`src/hdl/btcm_pkg.sv`:
```
// Shared types and constants for the throttle curve mapper.
`default_nettype none

package btcm_pkg;

	localparam int SAMPLE_W  = 10;
	localparam int POWER_W   = 7;
	localparam int CMD_W     = 8;
	localparam int CFG_IDX_W = 1;

	localparam logic [CFG_IDX_W-1:0] REG_MIN_POWER = 1'd0;
	localparam logic [CFG_IDX_W-1:0] REG_MAX_POWER = 1'd1;

	localparam logic [POWER_W-1:0] MIN_POWER_RST = 7'd1;
	localparam logic [POWER_W-1:0] MAX_POWER_RST = 7'd127;
	localparam logic [CMD_W-1:0]   RIGHT_OFFSET  = 8'd127;

	typedef enum logic [2:0] {
		T_IDLE,
		T_LEFT,
		T_RIGHT,
		T_EMIT_L,
		T_EMIT_R
	} top_state_t;

	typedef enum logic [3:0] {
		C_IDLE,
		C_UU,
		C_KK,
		C_WA,
		C_SA,
		C_WB,
		C_SB,
		C_EST,
		C_BACK,
		C_FIX,
		C_DONE
	} curve_state_t;

	typedef struct packed {
		logic [POWER_W-1:0] min_power;
		logic [POWER_W-1:0] max_power;
	} curve_cfg_t;

	typedef struct packed {
		logic               done;
		logic [POWER_W-1:0] value;
	} curve_status_t;

endpackage

`default_nettype wire

```
`src/hdl/btcm_curve.sv`:
```
// Iterative Bezier curve evaluator: one shared multiplier, reciprocal quotient and one correction.
`default_nettype none

module btcm_curve
	import btcm_pkg::*;
#(
	parameter int CURVE_POINTS = 256
) (
	input  wire logic                clk,
	input  wire logic                arst_n,
	input  wire logic                start,
	input  wire logic [SAMPLE_W-1:0] sample,
	input  wire curve_cfg_t          cfg,
	output curve_status_t            status
);

	localparam int D   = CURVE_POINTS - 1;
	localparam int DW  = $clog2(CURVE_POINTS);
	localparam int CW  = (DW > 8) ? DW : 8;
	localparam int SW  = 3 * DW + POWER_W;
	localparam int RW  = POWER_W + 4;
	localparam int MAW = SW;
	localparam int MBW = (DW > RW) ? DW : RW;
	localparam int PW  = MAW + MBW;
	localparam logic [SW-1:0] D3    = SW'(D * D * D);
	// floor(2^SW / D^3): estimate is exact or one short
	localparam logic [RW-1:0] RECIP = RW'((64'd1 << SW) / 64'(D3));

	curve_state_t st_q, st_d;

	logic [DW-1:0]      k_q, u_q;
	logic [2*DW-1:0]    uu_q, kk_q;
	logic [3*DW-1:0]    w_q;
	logic [SW-1:0]      acc_q;
	logic [POWER_W-1:0] quo_q;

	logic [CW-1:0]  k_ext;
	logic [DW-1:0]  k_sat;
	logic [MAW-1:0] mul_a;
	logic [MBW-1:0] mul_b;
	logic [PW-1:0]  prod;
	logic           take;
	logic           ge;

	assign take  = start && (st_q == C_IDLE || st_q == C_DONE);
	assign k_ext = CW'(sample[SAMPLE_W-1:2]);
	assign k_sat = (k_ext > CW'(D)) ? DW'(D) : DW'(k_ext);
	assign prod  = PW'(mul_a) * PW'(mul_b);
	assign ge    = (acc_q >= D3);

	always_comb begin
		st_d = st_q;
		case (st_q)
			C_IDLE:  if (take) st_d = C_UU;
			C_UU:    st_d = C_KK;
			C_KK:    st_d = C_WA;
			C_WA:    st_d = C_SA;
			C_SA:    st_d = C_WB;
			C_WB:    st_d = C_SB;
			C_SB:    st_d = C_EST;
			C_EST:   st_d = C_BACK;
			C_BACK:  st_d = C_FIX;
			C_FIX:   st_d = C_DONE;
			C_DONE:  st_d = take ? C_UU : C_IDLE;
			default: st_d = C_IDLE;
		endcase
	end

	always_comb begin
		mul_a = '0;
		mul_b = '0;
		case (st_q)
			C_UU: begin
				mul_a = MAW'(u_q);
				mul_b = MBW'(u_q);
			end
			C_KK: begin
				mul_a = MAW'(k_q);
				mul_b = MBW'(k_q);
			end
			C_WA: begin
				mul_a = MAW'(uu_q) + (MAW'(kk_q) << 1) + MAW'(kk_q);
				mul_b = MBW'(u_q);
			end
			C_SA: begin
				mul_a = MAW'(w_q);
				mul_b = MBW'(cfg.min_power);
			end
			C_WB: begin
				mul_a = MAW'(kk_q) + (MAW'(uu_q) << 1) + MAW'(uu_q);
				mul_b = MBW'(k_q);
			end
			C_SB: begin
				mul_a = MAW'(w_q);
				mul_b = MBW'(cfg.max_power);
			end
			C_EST: begin
				mul_a = acc_q;
				mul_b = MBW'(RECIP);
			end
			C_BACK: begin
				mul_a = D3;
				mul_b = MBW'(quo_q);
			end
			default: begin
				mul_a = '0;
				mul_b = '0;
			end
		endcase
	end

	always_ff @(posedge clk or negedge arst_n) begin
		if (!arst_n) begin
			st_q <= C_IDLE;
		end else begin
			st_q <= st_d;
		end
	end

	always_ff @(posedge clk) begin
		if (take) begin
			k_q <= k_sat;
			u_q <= DW'(D) - k_sat;
		end
		case (st_q)
			C_UU: uu_q <= prod[2*DW-1:0];
			C_KK: kk_q <= prod[2*DW-1:0];
			C_WA: w_q <= prod[3*DW-1:0];
			C_SA: acc_q <= prod[SW-1:0];
			C_WB: w_q <= prod[3*DW-1:0];
			C_SB: acc_q <= acc_q + prod[SW-1:0];
			C_EST: quo_q <= prod[SW+POWER_W-1:SW];
			C_BACK: acc_q <= acc_q - prod[SW-1:0];
			C_FIX: if (ge) quo_q <= quo_q + POWER_W'(1);
			default: ;
		endcase
	end

	assign status.done  = (st_q == C_DONE);
	assign status.value = quo_q;

endmodule

`default_nettype wire

```
`src/hdl/bezier_throttle_curve_mapper.sv`:
```
// Top level of the throttle curve mapper: handshakes, change tracking and result register.
`default_nettype none

// Each request carries a left and a right 10-bit stick sample. Each sample is cut to an
// index by dropping its two low bits and mapped through a cubic Bezier curve whose y
// control values are min_power, max_power, min_power, max_power; the value is the exact
// floor of the Bernstein sum over (CURVE_POINTS-1)^3. The last command of each side is
// kept: a changed left command is sent (tuser 0), then a changed right command plus 127
// (tuser 1); tlast marks the final command of a request, and a request that changes
// nothing sends none. One curve evaluation runs on a shared multiplier (six product
// steps, a reciprocal quotient estimate, a back-multiply and a one-step correction),
// done once per side; no new request is accepted until both commands are loaded or
// skipped, and a stall on the result side delays that. The user must write power registers
// through cfg_we only while idle; the block itself does not enforce this.

module bezier_throttle_curve_mapper
	import btcm_pkg::*;
#(
	parameter int CURVE_POINTS = 256
) (
	input  wire logic                 clk,
	input  wire logic                 arst_n,
	input  wire logic                 s_tvalid,
	output logic                      s_tready,
	input  wire logic [23:0]          s_tdata,  // left_sample, right_sample, zero pad
	output logic                      m_tvalid,
	input  wire logic                 m_tready,
	output logic [CMD_W-1:0]          m_tdata,  // command_byte
	output logic                      m_tuser,  // side
	output logic                      m_tlast,
	input  wire logic                 cfg_we,
	input  wire logic [CFG_IDX_W-1:0] cfg_index,
	input  wire logic [POWER_W-1:0]   cfg_data
);

	top_state_t st_q, st_d;

	curve_cfg_t    cfg_q;
	curve_status_t cv_status;

	logic [POWER_W-1:0]  left_val_q, right_val_q;
	logic [POWER_W-1:0]  last_left_q, last_right_q;
	logic [SAMPLE_W-1:0] right_sample_q;

	logic                out_valid_q;
	logic [CMD_W-1:0]    out_data_q;
	logic                out_side_q, out_last_q;

	logic                cv_start;
	logic [SAMPLE_W-1:0] cv_sample;
	logic                accept, out_free, left_chg, right_chg;
	logic                load, load_side, load_last;
	logic [CMD_W-1:0]    load_data;

	assign accept    = s_tvalid && s_tready;
	assign out_free  = !out_valid_q || m_tready;
	assign left_chg  = (left_val_q != last_left_q);
	assign right_chg = (right_val_q != last_right_q);

	btcm_curve #(
		.CURVE_POINTS(CURVE_POINTS)
	) u_curve (
		.clk    (clk),
		.arst_n (arst_n),
		.start  (cv_start),
		.sample (cv_sample),
		.cfg    (cfg_q),
		.status (cv_status)
	);

	always_comb begin
		st_d = st_q;
		case (st_q)
			T_IDLE:   if (accept) st_d = T_LEFT;
			T_LEFT:   if (cv_status.done) st_d = T_RIGHT;
			T_RIGHT:  if (cv_status.done) st_d = T_EMIT_L;
			T_EMIT_L: if (!left_chg || out_free) st_d = T_EMIT_R;
			T_EMIT_R: if (!right_chg || out_free) st_d = T_IDLE;
			default:  st_d = T_IDLE;
		endcase
	end

	always_comb begin
		s_tready  = (st_q == T_IDLE);
		cv_start  = 1'b0;
		cv_sample = s_tdata[SAMPLE_W-1:0];
		load      = 1'b0;
		load_data = CMD_W'(left_val_q);
		load_side = 1'b0;
		load_last = !right_chg;
		case (st_q)
			T_IDLE: cv_start = accept;
			T_LEFT: begin
				cv_start  = cv_status.done;
				cv_sample = right_sample_q;
			end
			T_EMIT_L: load = left_chg && out_free;
			T_EMIT_R: begin
				load      = right_chg && out_free;
				load_data = CMD_W'(right_val_q) + RIGHT_OFFSET;
				load_side = 1'b1;
				load_last = 1'b1;
			end
			default: ;
		endcase
	end

	always_ff @(posedge clk or negedge arst_n) begin
		if (!arst_n) begin
			st_q            <= T_IDLE;
			cfg_q.min_power <= MIN_POWER_RST;
			cfg_q.max_power <= MAX_POWER_RST;
			last_left_q     <= '0;
			last_right_q    <= '0;
			out_valid_q     <= 1'b0;
		end else begin
			st_q <= st_d;
			if (cfg_we) begin
				case (cfg_index)
					REG_MIN_POWER: cfg_q.min_power <= cfg_data;
					REG_MAX_POWER: cfg_q.max_power <= cfg_data;
					default: ;
				endcase
			end
			if (load && st_q == T_EMIT_L) last_left_q <= left_val_q;
			if (load && st_q == T_EMIT_R) last_right_q <= right_val_q;
			if (load) out_valid_q <= 1'b1;
			else if (m_tready) out_valid_q <= 1'b0;
		end
	end

	always_ff @(posedge clk) begin
		if (accept) right_sample_q <= s_tdata[2*SAMPLE_W-1:SAMPLE_W];
		if (st_q == T_LEFT && cv_status.done) left_val_q <= cv_status.value;
		if (st_q == T_RIGHT && cv_status.done) right_val_q <= cv_status.value;
		if (load) begin
			out_data_q <= load_data;
			out_side_q <= load_side;
			out_last_q <= load_last;
		end
	end

	assign m_tvalid = out_valid_q;
	assign m_tdata  = out_data_q;
	assign m_tuser  = out_side_q;
	assign m_tlast  = out_last_q;

	a_right_is_last: assert property (@(posedge clk) disable iff (!arst_n)
		m_tvalid && m_tuser |-> m_tlast)
		else $error("right command not marked last");

	a_left_in_range: assert property (@(posedge clk) disable iff (!arst_n)
		m_tvalid && !m_tuser |-> !m_tdata[CMD_W-1])
		else $error("left command out of range");

	a_one_request: assert property (@(posedge clk) disable iff (!arst_n)
		s_tvalid && s_tready |=> !s_tready)
		else $error("request taken while busy");

	a_curve_idle_when_ready: assert property (@(posedge clk) disable iff (!arst_n)
		s_tready |-> !cv_status.done)
		else $error("curve unit finished outside a request");

endmodule

`default_nettype wire

```
`config.mk`:
```
export PLATFORM = sky130hd
export DESIGN_NAME = bezier_throttle_curve_mapper
export DESIGN_NICKNAME = d
export VERILOG_FILES = /design/src/hdl/btcm_pkg.sv /design/src/hdl/btcm_curve.sv /design/src/hdl/bezier_throttle_curve_mapper.sv
export SDC_FILE = /design/constraint.sdc
export NUM_CORES = 1
export LEC_CHECK = 0
export BUFFER_PORTS_ARGS = -buffer_cell sky130_fd_sc_hd__buf_2
export CAP_MARGIN = 15
export CORE_UTILIZATION = 52
export CTS_BUF_LIST = sky130_fd_sc_hd__clkbuf_2
export CTS_CLUSTER_DIAMETER = 40
export DETAILED_ROUTE_END_ITERATION = 6
export GPL_ROUTABILITY_DRIVEN = 0
export PLACE_DENSITY = 0.8
export SYNTH_ARGS = -nofsm -noshare
export SYNTH_HDL_FRONTEND = slang
export SYNTH_SLANG_ARGS = --single-unit
```
`constraint.sdc`:
```
create_clock -name clk -period 12.9 [get_ports clk]
set_input_delay 2.58 -clock clk [delete_from_list [all_inputs] [get_ports clk]]
set_output_delay 2.58 -clock clk [all_outputs]
set_load 0.01 [all_outputs]
```
# --- Word-level counts from Yosys, hierarchy flattened ---
# Cells that the tools add are included.
# W data, S select, Z words.
totals:
  register_bits: 180
  output_inout_bits: 12
  wordCells: 107
op_classes:
  addsub: 9
  multipliers: 1
  n_lt_le_gt_ge: 2
  n_eq_ne: 23
  muxes: 22
  bitwise: 1
  n_reduce_logical: 28
op_table:
  columns: ["op", "n"]
  rows:
  - ["$pmux W31 S7", 1]
  - ["$pmux W31 S3", 1]
  - ["$add A31 B16 Y31", 2]
  - ["$pmux W8 S6", 1]
  - ["$pmux W4 S11", 1]
  - ["$mul A31 B8 Y38", 1]
  - ["$add A16 B17 Y18", 2]
  - ["$add A31 B31 Y31", 1]
  - ["$ge A31 B24 Y1 const B", 1]
  - ["$sub A31 B31 Y31", 1]
  - ["$eq A4 B3 Y1 const B", 4]
  - ["$mux W3", 5]
  - ["$pmux W3 S5", 1]
  - ["$mux W7", 2]
  - ["$ne A7 B7 Y1", 2]
  - ["$pmux W7 S2", 1]
  - ["$eq A4 B4 Y1 const B", 3]
  - ["$mux W10", 1]
  - ["$add A7 B7 Y8 const B", 1]
  - ["$eq A4 B2 Y1 const B", 2]
  - ["$gt A8 B8 Y1 const B", 1]
  - ["$logic_and A1 B1 Y1", 8]
  - ["$mux W8", 1]
  - ["$ne A2 B2 Y1 const B", 4]
  - ["20 further kinds", 38]

# --- Longest topological paths before layout ---
# Gate-level depths: netlist of the first run.
logic_depth:
  word_depth: 6
  mapped_depth: 52
  mapped_depth_nobuf: 51

# --- Hierarchy ---
# From an unflattened synthesis of the first run, not the netlist that was laid out.
unflattened:
  hier_cells: 1938
  hier_area_um2: 19009.5
by_module_without_submodules:
  columns: ["mod", "n_inst", "cells_each", "area_per_inst_um2"]
  rows:
  - ["btcm_curve", 1, 1750, 16218.1]
  - ["bezier_throttle_curve_mapper", 1, 188, 2791.4]

# --- Least setup slack after synthesis of the first run ---
# Ideal clock, no wire load.
synth_timing:
  kind: "register to register"
  startpoint: "register u_curve.kk_q[1]"
  endpoint: "register u_curve.acc_q[30] (data pin)"
  setup_time_ps: 262
  arrival_ps: 10463
  path_slack_ps: 2175
  path_stages_with_launch: 46
  n_path_buf: 1
  period_less_slack_ps: 10725
  path_cell_list: "edfxtp_1 -> ha_1 -> a21o_1 -> a21oi_1 -> o21ai_0 -> a2111oi_2 -> nor2_1 -> a21oi_1 -> o21bai_1 -> xor2_1 -> ha_1 -> a21o_1 -> a21o_1 -> a221o_1 -> a21o_1 -> a21o_1 -> a21oi_1 -> xnor2_1 -> [10 not listed] -> a311o_1 -> o21ba_2 -> xor2_1 -> nor3_1 -> a21oi_1 -> xnor2_1 -> ha_1 -> nand3_1 -> nor4_1 -> nand2_1 -> o21ai_0 -> o311a_1 -> a21o_1 -> nor4b_1 -> nor3_1 -> xnor2_1 -> a22oi_2 -> xnor2_1"
synth_between:
  elab_chain_cells: 6
  elab_cells_between_ends: 9
  classes_between: "6 x add/sub; 1 x mul; 2 x mux"
synth_lines:
  columns: ["item", "line", "text"]
  rows:
  - ["start, declared", "btcm_curve.sv:32", "logic [2*DW-1:0] uu_q, kk_q;"]
  - ["start signal, assigned", "btcm_curve.sv:127", "C_KK: kk_q <= prod[2*DW-1:0];"]
  - ["$add A16 B17 Y18, on equally long branches", "btcm_curve.sv:90, btcm_curve.sv:82", null]
  - ["$add A31 B16 Y31, on equally long branches", "btcm_curve.sv:90, btcm_curve.sv:82", null]
  - ["$pmux W31 S7 (*)", "btcm_curve.sv:72", "case (st_q)"]
  - ["$mul A31 B8 Y38 (*)", "btcm_curve.sv:48", "assign prod = PW'(mul_a) * PW'(mul_b);"]
  - ["via u_curve.prod[20]", "btcm_curve.sv:41", "logic [PW-1:0] prod;"]
  - ["$sub A31 B31 Y31 / $add A31 B31 Y31 (equally long branches)", "btcm_curve.sv:133, btcm_curve.sv:131", null]
  - ["$pmux W31 S3 (*)", "btcm_curve.sv:125", "case (st_q)"]
  - ["end signal, assigned", "btcm_curve.sv:129", "C_SA: acc_q <= prod[SW-1:0];"]
  - ["end signal, assigned", "btcm_curve.sv:131", "C_SB: acc_q <= acc_q + prod[SW-1:0];"]
  - ["end signal, assigned", "btcm_curve.sv:133", "C_BACK: acc_q <= acc_q - prod[SW-1:0];"]
  - ["end, declared", "btcm_curve.sv:34", "logic [SW-1:0] acc_q;"]
# Mark *: on every way through the listed nets, which the timed path passes. The rest lies on a longest branch.
# A chain may end at the register's enable or synchronous reset.

# --- Worst setup path after layout of the first run ---
layout_timing:
  startpoint: "register u_curve.uu_q[1]"
  endpoint: "register u_curve.acc_q[30] (data pin)"
layout_between:
  elab_chain_cells: 6
  elab_cells_between_ends: 9
  classes_between: "6 x add/sub; 1 x mul; 2 x mux"
layout_lines:
  columns: ["item", "line", "text"]
  rows:
  - ["start, declared", "btcm_curve.sv:32", null]
  - ["start signal, assigned", "btcm_curve.sv:126", "C_UU: uu_q <= prod[2*DW-1:0];"]
  - ["$add A16 B17 Y18, on equally long branches", "btcm_curve.sv:82, btcm_curve.sv:90", null]
  - ["$add A31 B16 Y31, on equally long branches", "btcm_curve.sv:82, btcm_curve.sv:90", null]
  - ["$pmux W31 S7 (*)", "btcm_curve.sv:72", null]
  - ["$mul A31 B8 Y38 (*)", "btcm_curve.sv:48", null]
  - ["via u_curve.prod[20]", "btcm_curve.sv:41", null]
  - ["$sub A31 B31 Y31 / $add A31 B31 Y31 (equally long branches)", "btcm_curve.sv:133, btcm_curve.sv:131", null]
  - ["$pmux W31 S3 (*)", "btcm_curve.sv:125", null]
# Marks and branches as above.

==> flow_summary_export.csv, run 1 <==
group,metric,value,unit
synth,yosys-top-cells-area,"sky130_fd_sc_hd__edfxtp_1 21%, sky130_fd_sc_hd__fa_1 18%, sky130_fd_sc_hd__ha_1 9.5%",
worst_setup_path,timing.critical_path.to_type,"flip-flop",
timing,worst-slew-pin-transition,1230,ps
placement,total_of_buffers_placed_on_input_and_output_ports,40,
clock_tree,numCtsBuffers,17,
worst_setup_path,critical_path.top_delay_family,"compound AO/OA/AOI/OAI gates",
clock_tree,htreeDepth,4,
cells_and_area,syn_to_final_growth,6.55,%
placement,placed_cells,2673,
synth,synthDominantAreaCellType,"sky130_fd_sc_hd__edfxtp_1",
worst_setup_path,worst-endpoint-required,13410,ps
timing,timing_hold_violations_final,0,
synth,synth_top_family_by_area,"adder cells",
timing,drv_slew,0,
clock_tree,cts_sinks,178,
detailed_routing,wl_per_cell,18.6,um
floorplanning,core_area,37700,um2
floorplanning,boundaryPins,49,
worst_setup_path,timing.critical_path.from_type,"flip-flop",
detailed_routing,drt_iter0_drc,1707,
synth,synth_edf_count,142,
clock_tree,clk_root_buffer_cell,"sky130_fd_sc_hd__clkbuf_2",
synth,ys_dominant_reg_cell,"sky130_fd_sc_hd__edfxtp_1",
worst_setup_path,timing.critical_path.buf_inv,1,
synth,synth_seq_cells,178,
synth,synthesis.area_per_instance,9.45,um2
synth,synth.top_cell.area_share,21.4,%
timing,clock-skew-final,45.5,ps
outcome,result_of_the_run,"finished with violations",
global_route,grt_max_degree,53,
global_route,globalRouteOverflowTotal,0,
timing,slew_headroom,17.9,%
synth,synth-async-reset-ratio,20.2,%
detailed_routing,vias,16300,
timing,fin_crit,12370,ps
outcome,violations,"design-rule violations",
synth,ys.warnings.count,0,
clock_tree,cts.path.max_buffers,2,
synth,postSynthCellCount,2110,
synth,synthMostInstantiatedCell,"sky130_fd_sc_hd__nor2_1",
floorplanning,design.die.area,39100,um2
clock_tree,clk_pin_slew,280,ps
worst_setup_path,timing.critical_path.slowest_stage_cell,"sky130_fd_sc_hd__a221oi_4",
global_route,grt_first_pass_wirelength,83100,um
worst_setup_path,critPathMaxStageDelay,560,ps
clock_tree,postCtsHoldBufs,0,
synth,synth_compound_area_share,15.6,%
detailed_routing,detail_route.vias_per_cell,6.00,
global_route,number_of_antenna_violations_at_the_first_check_in_global_routing,1,
clock_tree,cts_tree,"built",
timing,setup_total_negative_slack,0,ps
clock_tree,insertion_delay,770,ps
synth,synth_adder_area_share,27.4,%
global_route,gr-usage-all-layers,26.7,%
synth,netlist_area,19900,um2
cells_and_area,post_route_cells_drive_above_1_share,11.1,%
synth,post_synth_num_cell_types,97,
floorplanning,dieHeight,198,um
cells_and_area,finish.cell_count_without_fillers,2707,
worst_setup_path,worstPathMaxFanout,8,
synth,synthTopCellsByCount,"229 x sky130_fd_sc_hd__nor2_1, 220 x sky130_fd_sc_hd__inv_1, 178 x sky130_fd_sc_hd__fa_1, 152 x sky130_fd_sc_hd__ha_1, 142 x sky130_fd_sc_hd__edfxtp_1",
worst_setup_path,critical_path.most_common_cell,"sky130_fd_sc_hd__a21oi_1",
timing,maximum_clock_frequency,0.0808,GHz
synth,post_synth_xor_area_fraction,7.11,%
cells_and_area,design.final.nets,2549,
floorplanning,floorplan.initialDensity,52.9,%
timing,fin_worst_hold_slack,543,ps
hold_path,hold_path_class,"flip-flop to flip-flop",
synth,simple_gate_area_share_of_the_yosys_netlist,15.8,%
detailed_routing,detail_route.drc_violations,16,
floorplanning,die_width,198,um
detailed_routing,dr.pass1.iters,7,
floorplanning,row_count,71,
placement,detailedPlacementHpwl,39700,um
timing,final.period_utilization,95.9,%
synth,yosysSeqAreaShare,26.0,%
run,maxCapViolCount,0,
synth,yosys-mux-area-fraction,2.66,%
global_route,first_global_vias,16500,
detailed_routing,drtAntennaViolNets,0,
worst_setup_path,ws_path_type,"flip-flop to flip-flop",
timing,setup_violations,0,
worst_setup_path,worst_ep_arrival_time,12880,ps
detailed_routing,wl,50400,um
## timing repair
action,4_1_cts,5_1_grt
buffers inserted,0,1
gates resized for setup,0,13
endpoints found under the setup margin,0,1
endpoints found under the hold margin,0,0
## metrics by stage
stage / util [%] / setup slack (ps) / area, um2
global route: 56.4 / -40.9 / 21200
floorplan: - / 2170 / 20100
CTS: 56.2 / 375 / 21200
detailed placement: 55.5 / 530 / 20900
finish: 56.4 / 528 / 21200
global placement: 55.5 / 800 / 20900
## cells by family after synthesis
group	after synthesis
adders and majority gates	330
AOI/OAI and AO/OA	462
xor gates and xnor gates	160
other	2
and+or+nand+nor	653
DFF	178
muxes	49
buffers and inverters	276
## area by class of cell
type                            instances  area [um2]
Antenna cell                            1        2.50
Clock buffer                           19        95.1
Clock inverter                         13         174
Fill cell                            3306       16400
Inverter                              221         830
Multi-Input combinational cell       1696       13900
Sequential cell                       178        5170
Tap cell                              511         639
Timing Repair Buffer                   68         410
## per-layer routing
layer	track usage [%]	wire length, um	vias to the layer above	part of all wire [%]
li1	-	-	7456	-
met1	34.2	20100	7979	40
met2	46.0	25100	681	50
met3	3.87	3670	136	7.3
met4	9.19	1600	0	3.2
met5	0	0	-	0
## flip-flops by register name (all words and copies together) (netlist names)
name,count
u_curve.acc_q,31
u_curve.w_q,24
u_curve.kk_q,16
u_curve.uu_q,16
cfg_q,14
m_tdata,8
right_sample_q,8
u_curve.k_q,8
u_curve.u_q,8
last_left_q,7
last_right_q,7
left_val_q,7
right_val_q,7
u_curve.quo_q,7
u_curve.st_q,4
st_q,3
m_tlast,1
m_tuser,1
m_tvalid,1
## placed cells by master (no fill, tap or decap), types with 13 or more instances in the layout
cell,synthesis,layout
sky130_fd_sc_hd__conb_1,2,42
sky130_fd_sc_hd__ha_1,152,152
sky130_fd_sc_hd__or3_1,17,17
sky130_fd_sc_hd__mux2_2,32,32
sky130_fd_sc_hd__fa_1,178,178
sky130_fd_sc_hd__dfrtp_1,28,28
sky130_fd_sc_hd__nand3_1,35,35
sky130_fd_sc_hd__a22oi_1,13,13
sky130_fd_sc_hd__o21a_1,20,20
sky130_fd_sc_hd__or2_2,56,56
sky130_fd_sc_hd__o31ai_1,15,15
sky130_fd_sc_hd__xnor2_1,96,96
sky130_fd_sc_hd__inv_1,220,220
sky130_fd_sc_hd__xor2_1,62,62
sky130_fd_sc_hd__mux2i_1,17,17
sky130_fd_sc_hd__edfxtp_1,142,142
sky130_fd_sc_hd__nand4_1,14,14
sky130_fd_sc_hd__o211ai_1,14,14
sky130_fd_sc_hd__nor2b_1,34,34
sky130_fd_sc_hd__and2_1,13,13
sky130_fd_sc_hd__a21o_1,31,31
sky130_fd_sc_hd__nor3_1,42,38
sky130_fd_sc_hd__a21oi_1,126,125
sky130_fd_sc_hd__o21bai_1,15,15
sky130_fd_sc_hd__clkbuf_2,1,19
sky130_fd_sc_hd__nor2_1,229,227
sky130_fd_sc_hd__nand2_1,132,132
sky130_fd_sc_hd__buf_2,4,40
sky130_fd_sc_hd__and3_1,15,15
sky130_fd_sc_hd__nand2b_1,24,24
sky130_fd_sc_hd__buf_4,1,28
sky130_fd_sc_hd__o21ai_0,90,88
## worst paths after layout
check | startpoint | endpoint | slack [ps] | cells past startpoint
worst max-delay path | u_curve.uu_q[1]$_DFFE_PN_ | u_curve.acc_q[30]$_DFFE_PP_ | 530 | 45
worst min-delay path | cfg_q[8]$_DFFE_PN0P_ | cfg_q[8]$_DFFE_PN0P_ | 540 | 1
worst max register to register | u_curve.uu_q[1]$_DFFE_PN_ | u_curve.acc_q[30]$_DFFE_PP_ | 530 | 45
worst min register to register | cfg_q[8]$_DFFE_PN0P_ | cfg_q[8]$_DFFE_PN0P_ | 540 | 1
max in group asynchronous | arst_n | cfg_q[12]$_DFFE_PN0P_ | 10520 | 1
min in group asynchronous | arst_n | last_right_q[3]$_DFFE_PN0P_ | 1850 | 1
Power of run 1 is not shown: default switching activity piles up to over one toggle a cycle in this logic, so the estimate is an artifact.
==> run 2, diff against run 1 <==
- CORE_UTILIZATION: 52 -> 65
- PLACE_DENSITY: 0.8 -> 0.94
==> flow_summary_export.csv, run 2 (same netlist as run 1, synthesis figures left out) <==
group,metric,value,unit
global_route,first_global_vias,17600,
detailed_routing,drt_iter0_drc,2222,
worst_setup_path,worst_ep_arrival_time,12810,ps
worst_setup_path,timing.critical_path.buf_inv,6,
worst_setup_path,ws_path_type,"flip-flop to flip-flop",
global_route,globalRouteOverflowTotal,0,
floorplanning,die_width,177,um
timing,timing_hold_violations_final,0,
detailed_routing,detail_route.drc_violations,10,
global_route,most_used_routing_layer_in_global_routing,"met2",
clock_tree,cts_tree,"built",
clock_tree,clk_pin_slew,370,ps
worst_setup_path,timing.critical_path.to_type,"flip-flop",
global_route,gr-usage-all-layers,35.3,%
timing,fin_crit,12210,ps
worst_setup_path,timing.critical_path.slowest_stage_cell,"sky130_fd_sc_hd__fa_1",
worst_setup_path,timing.critical_path.from_type,"flip-flop",
floorplanning,design.die.area,31400,um2
detailed_routing,wl,53700,um
detailed_routing,drtAntennaViolNets,0,
global_route,grt_first_pass_wirelength,86800,um
cells_and_area,largest_register_ffs,31,
detailed_routing,vias,17000,
cells_and_area,post_route_cells_drive_above_1_share,11.2,%
cells_and_area,final_area,21100,um2
timing,maximum_clock_frequency,0.0819,GHz
global_route,number_of_antenna_violations_at_the_first_check_in_global_routing,2,
worst_setup_path,critPathMaxStageDelay,580,ps
worst_setup_path,critical_path.top_delay_family,"compound AO/OA/AOI/OAI gates",
cells_and_area,design.final.nets,2549,
global_route,grt.met2_usage,59.3,%
worst_setup_path,critical_path.most_common_cell,"sky130_fd_sc_hd__o21ai_0",
timing,setup_violations,0,
cells_and_area,syn_to_final_growth,5.79,%
global_route,met3_demand_to_capacity_share_in_global_routing,6.59,%
worst_setup_path,r2r.worst_path.cells,48,
detailed_routing,dr.pass1.iters,7,
clock_tree,clk_root_buffer_cell,"sky130_fd_sc_hd__clkbuf_2",
placement,detailedPlacementHpwl,40900,um
clock_tree,insertion_delay,870,ps
clock_tree,cts.path.max_buffers,2,
placement,dp_slack,548,ps
timing,slew_headroom,14.6,%
global_route,grt_max_degree,53,
floorplanning,dieHeight,177,um
timing,drv_slew,0,
worst_setup_path,worstPathMaxFanout,8,
floorplanning,boundaryPins,49,
cells_and_area,finalCoreUtilization,70.6,%
hold_path,depth_of_the_worst_hold_timing_path,1,
timing,clock-skew-final,86.4,ps
cells_and_area,top_register,"u_curve.acc_q",
timing,post-route-worst-setup-slack,690,ps
clock_tree,cts_sinks,178,
cells_and_area,most_common_cell_after_layout_fill_and_taps_aside,"sky130_fd_sc_hd__nor2_1",
hold_path,hold_start,"right_sample_q[3]$_DFFE_PP_",
worst_setup_path,r2r-start,"u_curve.kk_q[1]$_DFFE_PN_",
floorplanning,floorplan.initialDensity,66.7,%
worst_setup_path,worst-endpoint-required,13500,ps
outcome,result_of_the_run,"finished with violations",
detailed_routing,detail_route.vias_per_cell,6.58,
timing,fin_worst_hold_slack,538,ps
floorplanning,core_area,29900,um2
clock_tree,numCtsBuffers,17,
hold_path,holdPathEnd,"u_curve.u_q[1]$_DFFE_PP_",
placement,total_of_buffers_placed_on_input_and_output_ports,40,
placement,detailed_place.area,20700,um2
worst_setup_path,worstReg2RegEnd,"u_curve.acc_q[30]$_DFFE_PP_",
global_route,met1_usage,42.8,%
timing,final.period_utilization,94.7,%
detailed_routing,wl_per_cell,20.8,um
floorplanning,row_count,63,
worst_setup_path,ff2ff_setup_slack,690,ps
cells_and_area,mostFrequentLayoutCells,"227 x sky130_fd_sc_hd__nor2_1, 220 x sky130_fd_sc_hd__inv_1, 178 x sky130_fd_sc_hd__fa_1, 152 x sky130_fd_sc_hd__ha_1, 142 x sky130_fd_sc_hd__edfxtp_1",
clock_tree,htreeDepth,4,
outcome,violations,"design-rule violations",
hold_path,hold_path_class,"flip-flop to flip-flop",
cells_and_area,largestRegisters,"u_curve.acc_q: 31 flops, u_curve.w_q: 24 flops",
cells_and_area,filler_instances,1986,
timing,worst-slew-pin-transition,1280,ps
run,maxCapViolCount,0,
run 2: final cells by class:
cell class	instances	area, um2	area share, %
repair buffers	68	410	1.95
flip-flops and latches	178	5170	24.5
clock inverters	14	183	0.866
diodes	1	2.50	0.0119
clock buffers	18	90.1	0.427
multi-input cells	1696	13900	66.0
inverters	221	830	3.93
well taps	390	488	2.31
run 2: how the worst max path moves through the flow:
stage | endpoint | startpoint | cells past startpoint | slack (ps)
4_1_cts | u_curve.acc_q[30]$_DFFE_PP_ | u_curve.kk_q[1]$_DFFE_PN_ | 48 | 350
3_5_place_dp | u_curve.acc_q[30]$_DFFE_PP_ | u_curve.kk_q[1]$_DFFE_PN_ | 45 | 550
5_1_grt | u_curve.acc_q[30]$_DFFE_PP_ | u_curve.kk_q[2]$_DFFE_PN_ | 50 | -7
3_3_place_gp | u_curve.acc_q[30]$_DFFE_PP_ | u_curve.kk_q[1]$_DFFE_PN_ | 45 | 1030
6_report | u_curve.acc_q[30]$_DFFE_PP_ | u_curve.kk_q[1]$_DFFE_PN_ | 48 | 690
2_1_floorplan | u_curve.acc_q[30]$_DFFE_PP_ | u_curve.kk_q[1]$_DFFE_PN_ | 45 | 2170
run 2: through the flow:
stage,TNS (ps),instances
global placement,0,2550
floorplan,0,2150
detailed placement,0,2550
CTS,0,2582
global route,-7.26,2586
finish,0,2586
run 2: repair_timing:
| item | CTS | global route |
|---|---|---|
| resized for setup | 0 | 16 |
| hold buffers | 0 | 0 |
| endpoints found under the setup margin | 0 | 4 |
| buffers inserted | 0 | 3 |
run 2: metal layers:
layer	part of all wire, %	vias to the layer above
met5	0	-
met4	5.8	0
met3	11	297
met2	48	1133
met1	35	8155
li1	-	7443
Power of run 2 is left out for the same reason.
